===== src/hdl/sls_pkg.sv =====
// Package for the sequential list store: payload structs, command and status codes,
// and the control and status structs between the controller and the datapath.
// It has no dependencies.
package sls_pkg;

    localparam logic [1:0] CMD_APPEND = 2'd0;
    localparam logic [1:0] CMD_DELETE = 2'd1;
    localparam logic [1:0] CMD_UPDATE = 2'd2;
    localparam logic [1:0] CMD_READ   = 2'd3;

    localparam logic [1:0] ST_DONE      = 2'd0;
    localparam logic [1:0] ST_BAD_INDEX = 2'd1;
    localparam logic [1:0] ST_FULL      = 2'd2;

    typedef struct packed {
        logic [1:0]         cmd;
        logic [6:0]         index;
        logic signed [31:0] value;
    } sls_in_t;

    typedef struct packed {
        logic [1:0]         status;
        logic signed [31:0] read_value;
        logic [7:0]         length;
    } sls_out_t;

    typedef struct packed {
        logic       load_in;
        logic       append_wr;
        logic       update_wr;
        logic       rd_idx;
        logic       del_start;
        logic       shift_step;
        logic       dec_count;
        logic       res_load;
        logic       res_from_mem;
        logic [1:0] res_status;
    } sls_ctl_t;

    typedef struct packed {
        logic [1:0] cmd;
        logic       full;
        logic       idx_bad;
        logic       del_more;
        logic       shift_more;
    } sls_stat_t;

endpackage


===== src/hdl/sls_ctrl.sv =====
// Controller of the sequential list store: a one-hot state machine that drives
// the datapath and the channel handshakes.
// It depends on sls_pkg.
module sls_ctrl (
    input  logic               aclk,
    input  logic               aresetn,
    input  logic               s_valid,
    output logic               s_ready,
    output logic               m_valid,
    input  logic               m_ready,
    input  sls_pkg::sls_stat_t stat,
    output sls_pkg::sls_ctl_t  ctl
);

    typedef enum logic [4:0] {
        S_IDLE  = 5'b00001,
        S_EXEC  = 5'b00010,
        S_READ  = 5'b00100,
        S_SHIFT = 5'b01000,
        S_RESP  = 5'b10000
    } state_t;

    state_t state_reg;
    state_t state_next;

    assign s_ready = (state_reg == S_IDLE);
    assign m_valid = (state_reg == S_RESP);

    always_comb begin
        state_next = state_reg;
        ctl        = '0;
        ctl.res_status = sls_pkg::ST_DONE;
        case (state_reg)
            S_IDLE: begin
                if (s_valid) begin
                    ctl.load_in = 1'b1;
                    state_next  = S_EXEC;
                end
            end
            S_EXEC: begin
                if (stat.cmd == sls_pkg::CMD_APPEND) begin
                    ctl.res_load = 1'b1;
                    state_next   = S_RESP;
                    if (stat.full) begin
                        ctl.res_status = sls_pkg::ST_FULL;
                    end else begin
                        ctl.append_wr = 1'b1;
                    end
                end else if (stat.idx_bad) begin
                    ctl.res_load   = 1'b1;
                    ctl.res_status = sls_pkg::ST_BAD_INDEX;
                    state_next     = S_RESP;
                end else if (stat.cmd == sls_pkg::CMD_DELETE) begin
                    if (stat.del_more) begin
                        ctl.del_start = 1'b1;
                        state_next    = S_SHIFT;
                    end else begin
                        ctl.dec_count = 1'b1;
                        ctl.res_load  = 1'b1;
                        state_next    = S_RESP;
                    end
                end else if (stat.cmd == sls_pkg::CMD_UPDATE) begin
                    ctl.update_wr = 1'b1;
                    ctl.res_load  = 1'b1;
                    state_next    = S_RESP;
                end else begin
                    ctl.rd_idx = 1'b1;
                    state_next = S_READ;
                end
            end
            S_READ: begin
                ctl.res_load     = 1'b1;
                ctl.res_from_mem = 1'b1;
                state_next       = S_RESP;
            end
            S_SHIFT: begin
                ctl.shift_step = 1'b1;
                if (!stat.shift_more) begin
                    ctl.dec_count = 1'b1;
                    ctl.res_load  = 1'b1;
                    state_next    = S_RESP;
                end
            end
            S_RESP: begin
                if (m_ready) begin
                    state_next = S_IDLE;
                end
            end
            default: begin
                state_next = S_IDLE;
            end
        endcase
    end

    always_ff @(posedge aclk) begin
        if (!aresetn) begin
            state_reg <= S_IDLE;
        end else begin
            state_reg <= state_next;
        end
    end

endmodule


===== config.mk =====
export PLATFORM = sky130hd
export DESIGN_NAME = sls_ctrl
export DESIGN_NICKNAME = d
export VERILOG_FILES = /design/src/hdl/sls_pkg.sv /design/src/hdl/sls_ctrl.sv
export SDC_FILE = /design/constraint.sdc
export NUM_CORES = 1
export LEC_CHECK = 0
export ABC_AREA = 1
export BUFFER_PORTS_ARGS = -buffer_cell sky130_fd_sc_hd__buf_2
export CAP_MARGIN = 20
export CORE_AREA = 2 2 39 41
export CTS_BUF_LIST = sky130_fd_sc_hd__clkbuf_16
export DETAILED_ROUTE_END_ITERATION = 16
export DIE_AREA = 0 0 41 43
export PLACE_DENSITY = 0.67
export SLEW_MARGIN = 40
export SYNTH_ARGS = -nofsm -noshare
export SYNTH_HDL_FRONTEND = slang
export SYNTH_SLANG_ARGS = --single-unit

===== constraint.sdc =====
create_clock -name aclk -period 2.3 [get_ports aclk]
set_input_delay 0 -clock aclk [delete_from_list [all_inputs] [get_ports aclk]]
set_output_delay 0 -clock aclk [all_outputs]
set_load 0.02 [all_outputs]

### Yosys cells after proc, flatten, opt, wreduce, memory -nomap -nowiden

Cells that the tools add are included.

* word-level logic and storage cells: 50
* output and inout port bits: 13
* flip-flop bits (word level): 5
* bits of input ports: 10

* mux-type cells: 37
* equality and inequality tests: 10
* reduce and logical (&&, ||, !) cells: 2

Operators with widths (number)
* two-way mux 5 bit: 8
* case mux 5 bit (5 select lines): 1
* two-way mux 1 bit: 17
* two-way mux 2 bit: 6
* two-way mux 3 bit: 2
* equality test 5 x 1 -> 1 bit, second input constant: 1
* equality test 5 x 2 -> 1 bit, second input constant: 1
* equality test 5 x 3 -> 1 bit, second input constant: 1
* equality test 5 x 4 -> 1 bit, second input constant: 1
* equality test 5 bit, second input constant: 1
* two-way mux 4 bit: 1
* != test 2 bit, second input constant: 2
* case mux 1 bit (3 select lines): 1
* AND reduction 3 bit: 1
* equality test 2 x 1 -> 1 bit, second input constant: 1
* equality test 2 bit, second input constant: 1
* zero test 2 bit: 1
* != test 2 x 1 -> 1 bit, second input constant: 1
* case mux 1 bit (2 select lines): 1

### Depth between registers and ports, before layout

Gate-level depths: netlist of run 1.

* depth in word-level cells: 6
* depth in mapped cells: 9
* depth with buffers taken out: 9

### Worst setup path after synthesis of run 1

No wires, ideal clock.

* path kind: reg-to-output
* from: register state_reg[2]
* to: output ctl[7] (netlist name)
* buffers on the path: 0
* data required time: 2300 ps
* arrival time: 1253 ps
* stages on the path, launching flop included: 4
* slack: 1047 ps
* path through: dfxtp_1 > nor2_4 > nand3_4 > nor4_1

RTL lines
* start: declaration: RTL line sls_ctrl.sv:23 `state_t state_reg;`
* start signal: assignment: RTL line sls_ctrl.sv:99 `state_reg <= state_next;`
* end: declaration: RTL line sls_ctrl.sv:12 `output sls_pkg::sls_ctl_t ctl`

==> metrics, run 1 <==
status=complete, no violations; Post-DP HPWL=918 um; Top Ports=23; Peak VDD IR=0.264 mV; final core utilization=0.516; clk_lat worst skew=0.23 ns; Cells after Synth=82; Max Fanout on Critical Path=4; area of the core=1380 um2; first-pass GRT wire length=roughly 1.9 mm; Placement Cell Area=around 640 um2; htree depth=1; Setup TNS=0 ns; fmax=between 700 and 800 MHz; Port Buffer Count=22; nets=between 100 and 150; Layout Skew=0.00132 ns; Pins Over Slew Limit=0; RD Place Congestion=slightly above 0.7; Die Y=between 40 and 50 um; CTS Buf Count=3; Worst setup SP type=register; number of max-cap violations=0; # Post-CTS Setup Buffers=0; Comb pwr share=0.223; Yosys top cell by area=dfxtp_1; unrepaired setup endpoints after global routing=false; top cell type's share of synthesized area=0.198; starting density of the core=0.365; most used cell, CP=nand3_2; Largest register FFs=5; register area share after synthesis=0.198; WP data arrival=roughly 1.4 ns; worst setup path class=register to primary output; Seq pwr share=0.206; Tot GR Track Use=0.160; Via density=approximately 4.6; largest net degree at the start of global routing=10; Rows=14; Synth Register Bits=5; Final Cell Area=roughly 710 um2; commonest non-fill, non-tap cell in the layout=buf_2; Synth Net Count=between 90 and 100; sw power=139 uW; layout cells sized above 1=0.287; die area=1760 um2; vias in the first global route=around 520; clock slew at reported path FFs=0.03 ns; crit path cell chain=inv_1 > nand2_1 > nor2_1 > nand3_2 > nand3_2 > a21oi_1 > buf_2; Root Buffer=clkbuf_16; wire per inst=around 9 um; Period minus WS final=roughly 1.4 ns; switching share of power=0.279; Distinct cells, synth=17; Static Leak=0.447 nW; Clock Power Share=0.571; hold slack=about 0.042 ns; Crit path largest cell delay=0.41 ns; drt pass-1 iters=4; # setup viols final=0; HP Class=input port to register; crit end category=primary output; Die W=about 41 um; Critical Path RT=2.30 ns; vias post-DR=~570; # diodes=0; Sink Count=5; Layout area overhead=41.3%; most frequent cells in the layout=buf_2, inv_1, nor2_1; CTS tree=built; Avg Cell Area, Syn=6.16 um2; Final Hold Viols=0; pin slew with the least headroom to its limit=between 0.2 and 0.3 ns; total global routing overflow=0; P per Cell Area=just under 700 nW/um2; max_slew headroom=0.811; Synth Warn #=0; initial antenna violation count=0; Antenna Nets Post-Route=0; synth top area cells=dfxtp_1, inv_1, ha_1; DRC violations left=0; post-CTS sizing=0; crit share post-route=0.591; DRT Wirelength=roughly 1.1 mm; drt initial violations=7; Synth Cell Area=approximately 510 um2; slowest CP cell=dfxtp_1; Cell Int Power=~360 uW; Max Buffers Root-to-Sink=2; number of hold buffers added after cts=0
[cells by family after synthesis]
group	count (synthesis)	synth area share
AO/OA/AOI/OAI	4	0.0421
adder cells (fa/ha/maj)	5	0.124
buffers and inverters	20	0.149
flip-flops	5	0.198
AND/OR/NAND/NOR	48	0.488
[cell type report]
type | instances | area [um2]
fill | 140 | 669
multi-input combinational | 57 | 330
timing repair buffer | 22 | 110
sequential | 5 | 100
clock buffer | 3 | 75.1
inverter | 20 | 75.1
tap | 16 | 20.0
clock inverter | 1 | 3.75
[power by group through the flow]
stage	Sequential, mW	Combinational, mW	Clock (mW)
2_1_floorplan	0.102	0.0794	0
3_3_place_gp	0.103	0.109	0
3_5_place_dp	0.103	0.110	0
4_1_cts	0.102	0.112	0.285
5_1_grt	0.104	0.124	0.294
6_report	0.102	0.111	0.283
[routing by layer]
metal  routed length, um  part of all wire  GRT usage  vias up
met5                   0                 0          0        -
met4                  25             0.023      0.120        0
met3                  73             0.067     0.0419        2
met2                 538              0.49      0.263       21
met1                 458              0.42      0.160      236
li1                    -                 -          -      308
[worst max-delay path, delay by kind of cell, from the launching register on]
family	cells	cell delay, ns
DFF	1	0.41
AOI/OAI and AO/OA	1	0.12
buffers and inverters	2	0.24
and+or+nand+nor	4	0.36
[final timing paths]
check,from,end,slack [ns],cells past startpoint
setup / recovery,state_reg[1]$_SDFFE_PN0P_,ctl[3],0.94,7
hold / removal,aresetn,state_reg[4]$_SDFFE_PN0P_,0.04,3
setup reg to reg,state_reg[3]$_SDFFE_PN0P_,state_reg[0]$_SDFFE_PN1P_,1.18,7
hold reg to reg,state_reg[0]$_SDFFE_PN1P_,state_reg[1]$_SDFFE_PN0P_,0.65,4
[Yosys cell counts]
cell type	instances
nand3_1	7
ha_1	5
nor3_2	1
inv_1	20
nor3_1	2
o22ai_1	1
nand4_1	3
nand2_1	13
o21ai_0	1
nor4_1	2
nor2_4	1
nand3_4	1
nor2_2	1
a21oi_1	2
nand3_2	2
nor2_1	15
dfxtp_1	5
[stage by stage]
step                      cells  worst slack (ns)  total power [mW]
after floorplan              82              1.05             0.181
after global placement      120              1.16             0.212
after detailed placement    120              1.10             0.213
after CTS                   124             0.931             0.500
after global routing        124             0.783             0.521
final                       124             0.941             0.496
No activity file was read; power rests on OpenSTA's default activity.
==> run 2, diff against run 1 <==
Settings changed: PLACE_DENSITY 0.67 to 0.69.
Clock period 2.3 ns to 1.1 ns, I/O delays scaled along.
==> metrics, run 2 (synthesized netlist as in run 1, its figures left out) <==
Pins Over Slew Limit=0 (unchanged); R2R Setup Slk=-0.14 ns (-1.32 ns); Static Leak=0.561 nW (+26%); crit end category=primary output; max_slew headroom=0.830 (+0.0193); area of the core=1380 um2 (unchanged); Largest register FFs=5 (unchanged); vias in the first global route=667 (+28%); status=complete, but fails checks; Via density=5.09 (+11%); crit path cell chain=buf_4 > nor2_4 > o21ai_1 > a21oi_2 > buf_6; RD Place Congestion=0.734 (+3.7%); Max Buffers Root-to-Sink=2 (unchanged); r2r startpoint=state_reg[2]$_SDFFE_PN0P_; largest net degree at the start of global routing=7 (-3); Layout Skew=0.000233 ns (-0.00108 ns); Top delay family on crit path=flip-flops; # setup viols final=15 (+15); reg-to-reg endpoint=state_reg[4]$_SDFFE_PN0P_; Non-Filler Instances=143 (+15%); CTS tree=built; Fillers=92 (-34%); htree depth=1 (unchanged); slowest CP cell=dfxtp_4; nets=143 (+15%); Rows=14 (unchanged); drt pass-1 iters=4 (unchanged); clock slew at reported path FFs=0.03 ns (about the same); most frequent cells in the layout=buf_4, inv_1, buf_2, buf_6, nor2_4; clk_lat worst skew=0.23 ns (about the same); Worst setup SP type=register; Crit path depth=5 (-2); Root Buffer=clkbuf_16; # diodes=0 (unchanged); vias post-DR=728 (+28%); Critical Path RT=1.10 ns (-1.20 ns); Placed Cells=131 (+9.2%); die area=1760 um2 (unchanged); Die W=41 um (unchanged); DRT Wirelength=1.92 mm (+75%); P per Cell Area=1140 nW/um2 (+63%); Crit path largest cell delay=0.35 ns (-0.06 ns); crit share post-route=1.23; pin slew with the least headroom to its limit=0.253 ns (-0.0296 ns); starting density of the core=0.365 (unchanged); initial antenna violation count=0 (unchanged); reg2reg path depth=8 (+1); worst setup path endpoint=ctl[3]; commonest non-fill, non-tap cell in the layout=buf_4; Port Buffer Count=22 (unchanged); Post-DP HPWL=1.07 mm (+17%); unrepaired setup endpoints after global routing=true; Top Ports=23 (unchanged); Antenna Nets Post-Route=0 (unchanged); total global routing overflow=0 (unchanged); WP data arrival=1.36 ns (about the same); Layout area overhead=117%; Worst Path Buf+Inv=2 (unchanged); Period minus WS final=1.36 ns; failing checks=negative setup slack; Peak VDD IR=0.808 mV (+210%); layout cells sized above 1=0.669 (+0.382); Sink Count=5 (unchanged); Max Fanout on Critical Path=4 (unchanged); CP Launch Point=state_reg[2]$_SDFFE_PN0P_; Final Hold Viols=0 (unchanged); DRC violations left=0 (unchanged); number of max-cap violations=0 (unchanged); Tot GR Track Use=0.223 (+0.0630); wire per inst=13.4 um (+52%); Tot Pwr=1.24 mW (+150%); HP Class=input port to register; CTS Buf Count=3 (unchanged); worst setup path class=register to primary output; fmax=roughly 740 MHz; setup slack after layout=-0.257 ns (-1.20 ns); drt initial violations=12 (+5); Die Y=43 um (unchanged); first-pass GRT wire length=2.66 mm (+41%)
==> run 2: timing repair <==
item                       4_1_cts  5_1_grt
hold buffers                     0        0
pin swaps                        5       13
setup buffers                    5        3
setup endpoints to repair       16       17
resized for setup               32       43
==> run 2: worst min path at each step <==
stage                 start                   endpoint  slack, ns  depth (start not counted)
finish              aresetn  state_reg[4]$_SDFFE_PN0P_       0.05                          3
global route        aresetn  state_reg[4]$_SDFFE_PN0P_       0.06                          3
CTS                 aresetn  state_reg[4]$_SDFFE_PN0P_       0.05                          3
detailed placement  stat[3]                     ctl[9]       0.27                          3
global placement    stat[3]                     ctl[9]       0.27                          3
floorplan           stat[2]                     ctl[7]       0.05                          1
==> run 2: worst min-delay path: stages <==
cell     delay (ns)
buf_2          0.13
nand3_2        0.07
nor2_1         0.04
==> run 2: where the power goes <==
| part | switching (mW) | leakage (nW) | total (mW) | internal (mW) |
|---|---|---|---|---|
| combinational | 0.235 | 0.475 | 0.415 | 0.180 |
| clock | 0.124 | 0.0423 | 0.595 | 0.471 |
| sequential | 0.0360 | 0.0440 | 0.234 | 0.198 |
| total | 0.395 | 0.561 | 1.24 | 0.849 |
==> run 2: metal layers <==
metal | GRT usage | vias to the layer above | part of all wire
met5 | 0 | - | 0
met4 | 0.120 | 0 | 0.031
met3 | 0.0314 | 6 | 0.028
met2 | 0.406 | 24 | 0.57
met1 | 0.220 | 347 | 0.37
li1 | - | 351 | -
==> run 2: stage by stage <==
step                      TNS [ns]  cell area [um2]  setup slack (ns)  utilization  hold slack [ns]
after global routing         -2.72             1100            -0.309        0.792           0.0586
after detailed placement    -0.125              731           -0.0401        0.528            0.268
after global placement     -0.0647              731           -0.0326        0.528            0.267
final                        -1.98             1100            -0.257        0.792           0.0458
after CTS                    -1.76              930            -0.192        0.672           0.0502
after floorplan            -0.0118              518           -0.0118            -           0.0545
==> run 2: area by class of cell <==
cell class / instances / area [um2] / area share
Multi-Input combinational cell: 57 / 475 / 0.434
Sequential cell: 5 / 119 / 0.108
Tap cell: 16 / 20.0 / 0.0183
Clock buffer: 3 / 75.1 / 0.0685
Timing Repair Buffer: 41 / 323 / 0.295
Inverter: 20 / 80.1 / 0.0731
Clock inverter: 1 / 3.75 / 0.00342
==> run 3, diff against run 2 <==
==> constraint.sdc (replaced) <==
create_clock -name aclk -period 1.1 [get_ports aclk]
set_input_delay 0.22 -clock aclk [delete_from_list [all_inputs] [get_ports aclk]]
set_output_delay 0.22 -clock aclk [all_outputs]
set_load 0.02 [all_outputs]
==> metrics, run 3 (synthesized netlist as in run 1, its figures left out) <==
status=complete, but fails checks; failing checks=negative setup slack; Cell Int Power=941 uW (+11%); reg2reg path depth=7 (-1); crit share post-route=1.42 (+0.185); pin slew with the least headroom to its limit=0.226 ns (-0.0266 ns); wire per inst=15.7 um (+17%); max_slew headroom=0.849 (+0.0187); area of the multi-input gates=542 um2 (+14%); Comb pwr share=0.403 (+0.069); HP Class=input port to register; WHS Path Cells=3 (unchanged); Critical Path RT=0.88 ns (-0.22 ns); drt pass-1 iters=4 (unchanged); DRC violations left=0 (unchanged); crit end category=primary output; Layout Skew=0.00187 ns (+0.00164 ns); Clock Power Share=0.432 (-0.046); switching share of power=0.335 (+0.0171); setup slack after layout=-0.460 ns (-0.203 ns); Sink Count=5 (unchanged); Antenna Nets Post-Route=0 (unchanged); Seq pwr share=0.165 (-0.023); fmax=641 MHz (-13%); vias in the first global route=782 (+17%); Layout area overhead=150%; Rows=14 (unchanged); # setup viols final=18 (+3); largest net degree at the start of global routing=6 (-1); Top Ports=23 (unchanged); Max Buffers Root-to-Sink=2 (unchanged); sw power=473 uW (+20%); Tot Pwr=1.41 mW (+14%); Worst Setup Slack post-DPL=-0.311 ns (-0.271 ns); vias post-DR=780 (+7.1%); Worst setup SP type=register; Tot GR Track Use=0.303 (+0.0792); Static Leak=0.624 nW (+11%); die area=1760 um2 (unchanged); nets=154 (+7.7%); starting density of the core=0.365 (unchanged); R2R Setup Slk=-0.27 ns (-0.13 ns); number of hold buffers added after cts=0 (unchanged); Post-DP HPWL=1.20 mm (+12%); worst setup path class=register to primary output; initial antenna violation count=0 (unchanged); Pins Over Slew Limit=0 (unchanged); Final Hold Viols=0 (unchanged); Placement Cell Area=887 um2 (+21%); reg-to-reg endpoint=state_reg[3]$_SDFFE_PN0P_; Port Buffer Count=22 (unchanged); Max Fanout on Critical Path=5 (+1); commonest non-fill, non-tap cell in the layout=buf_4; unrepaired setup endpoints after global routing=true; Peak VDD IR=0.742 mV (-8.2%); DRT Wirelength=2.42 mm (+26%); HP Start=aresetn; # diodes=0 (unchanged); Largest register FFs=5 (unchanged); hold slack=0.237 ns (+0.192 ns); Die Y=43 um (unchanged); layout cells sized above 1=0.739 (+0.0698); clock slew at reported path FFs=0.04 ns (about the same); number of max-cap violations=0 (unchanged); WP data arrival=1.34 ns (-0.02 ns); total global routing overflow=0 (unchanged); Worst Hold End=state_reg[4]$_SDFFE_PN0P_; first-pass GRT wire length=3.48 mm (+31%); area of the core=1380 um2 (unchanged); r2r startpoint=state_reg[3]$_SDFFE_PN0P_; clk_lat worst skew=0.23 ns (about the same); sequential cell area=116 um2 (-2.1%); P per Cell Area=1120 nW/um2 (-1.3%); most frequent cells in the layout=buf_4, buf_6, inv_1; Fillers=62 (-33%); Root Buffer=clkbuf_16; Die W=41 um (unchanged); CTS tree=built; CTS Buf Count=3 (unchanged); htree depth=1 (unchanged); drt initial violations=22 (+10); Period minus WS final=1.56 ns (+0.203 ns); Final Cell Area=1260 um2 (+15%); RD Place Congestion=0.776 (+5.6%); Via density=5.06 (-0.51%)
==> run 3: power by group through the flow <==
stage / Combinational, mW / Sequential, mW / Clock (mW)
CTS: 0.511 / 0.233 / 0.601
global placement: 0.359 / 0.218 / 0
detailed placement: 0.366 / 0.218 / 0
global route: 0.603 / 0.235 / 0.619
floorplan: 0.202 / 0.215 / 0
finish: 0.569 / 0.234 / 0.611
==> run 3: cell type report <==
class                      instances  area share
multi-input combinational         57       0.429
timing repair buffer              52       0.337
sequential                         5      0.0922
inverter                          20      0.0634
clock buffer                       3      0.0595
tap                               16      0.0159
clock inverter                     1     0.00297
==> run 3: metrics by stage <==
step | util | setup TNS, ns | std cells
floorplan | - | -0.458 | 82
global placement | 0.641 | -2.17 | 141
detailed placement | 0.641 | -2.53 | 141
CTS | 0.873 | -5.04 | 152
global route | 0.912 | -6.40 | 154
finish | 0.912 | -5.80 | 154
==> run 3: worst max-delay path, cell delays in order, from the launching register on <==
cell and delay [ns]:
dfxtp_2 0.34, nor2_4 0.17, nand3_4 0.16, inv_4 0.11, nand4_1 0.13, inv_2 0.09, buf_6 0.11
==> run 3: worst max path at each step <==
stage	cells after the start	slack, ns	start	to
detailed placement	8	-0.31	stat[4]	ctl[3]
finish	6	-0.46	state_reg[3]$_SDFFE_PN0P_	ctl[6]
CTS	6	-0.41	state_reg[2]$_SDFFE_PN0P_	ctl[6]
floorplan	5	-0.11	state_reg[3]$_SDFFE_PN0P_	ctl[3]
global placement	8	-0.28	stat[4]	ctl[3]
global route	6	-0.50	state_reg[0]$_SDFFE_PN1P_	ctl[6]
==> run 3: what timing repair did <==
action | 4_1_cts | 5_1_grt
gates cloned | 0 | 0
endpoints found under the setup margin | 18 | 18
pin swaps | 12 | 9
setup buffers | 12 | 4
gates resized for setup | 61 | 11
==> run 3: metal layers <==
layer,vias up,wire length (um),track usage
met4,0,23,0.133
met1,376,847,0.303
met5,-,0,0
met2,27,1460,0.550
li1,373,-,-
met3,4,84,0.0576
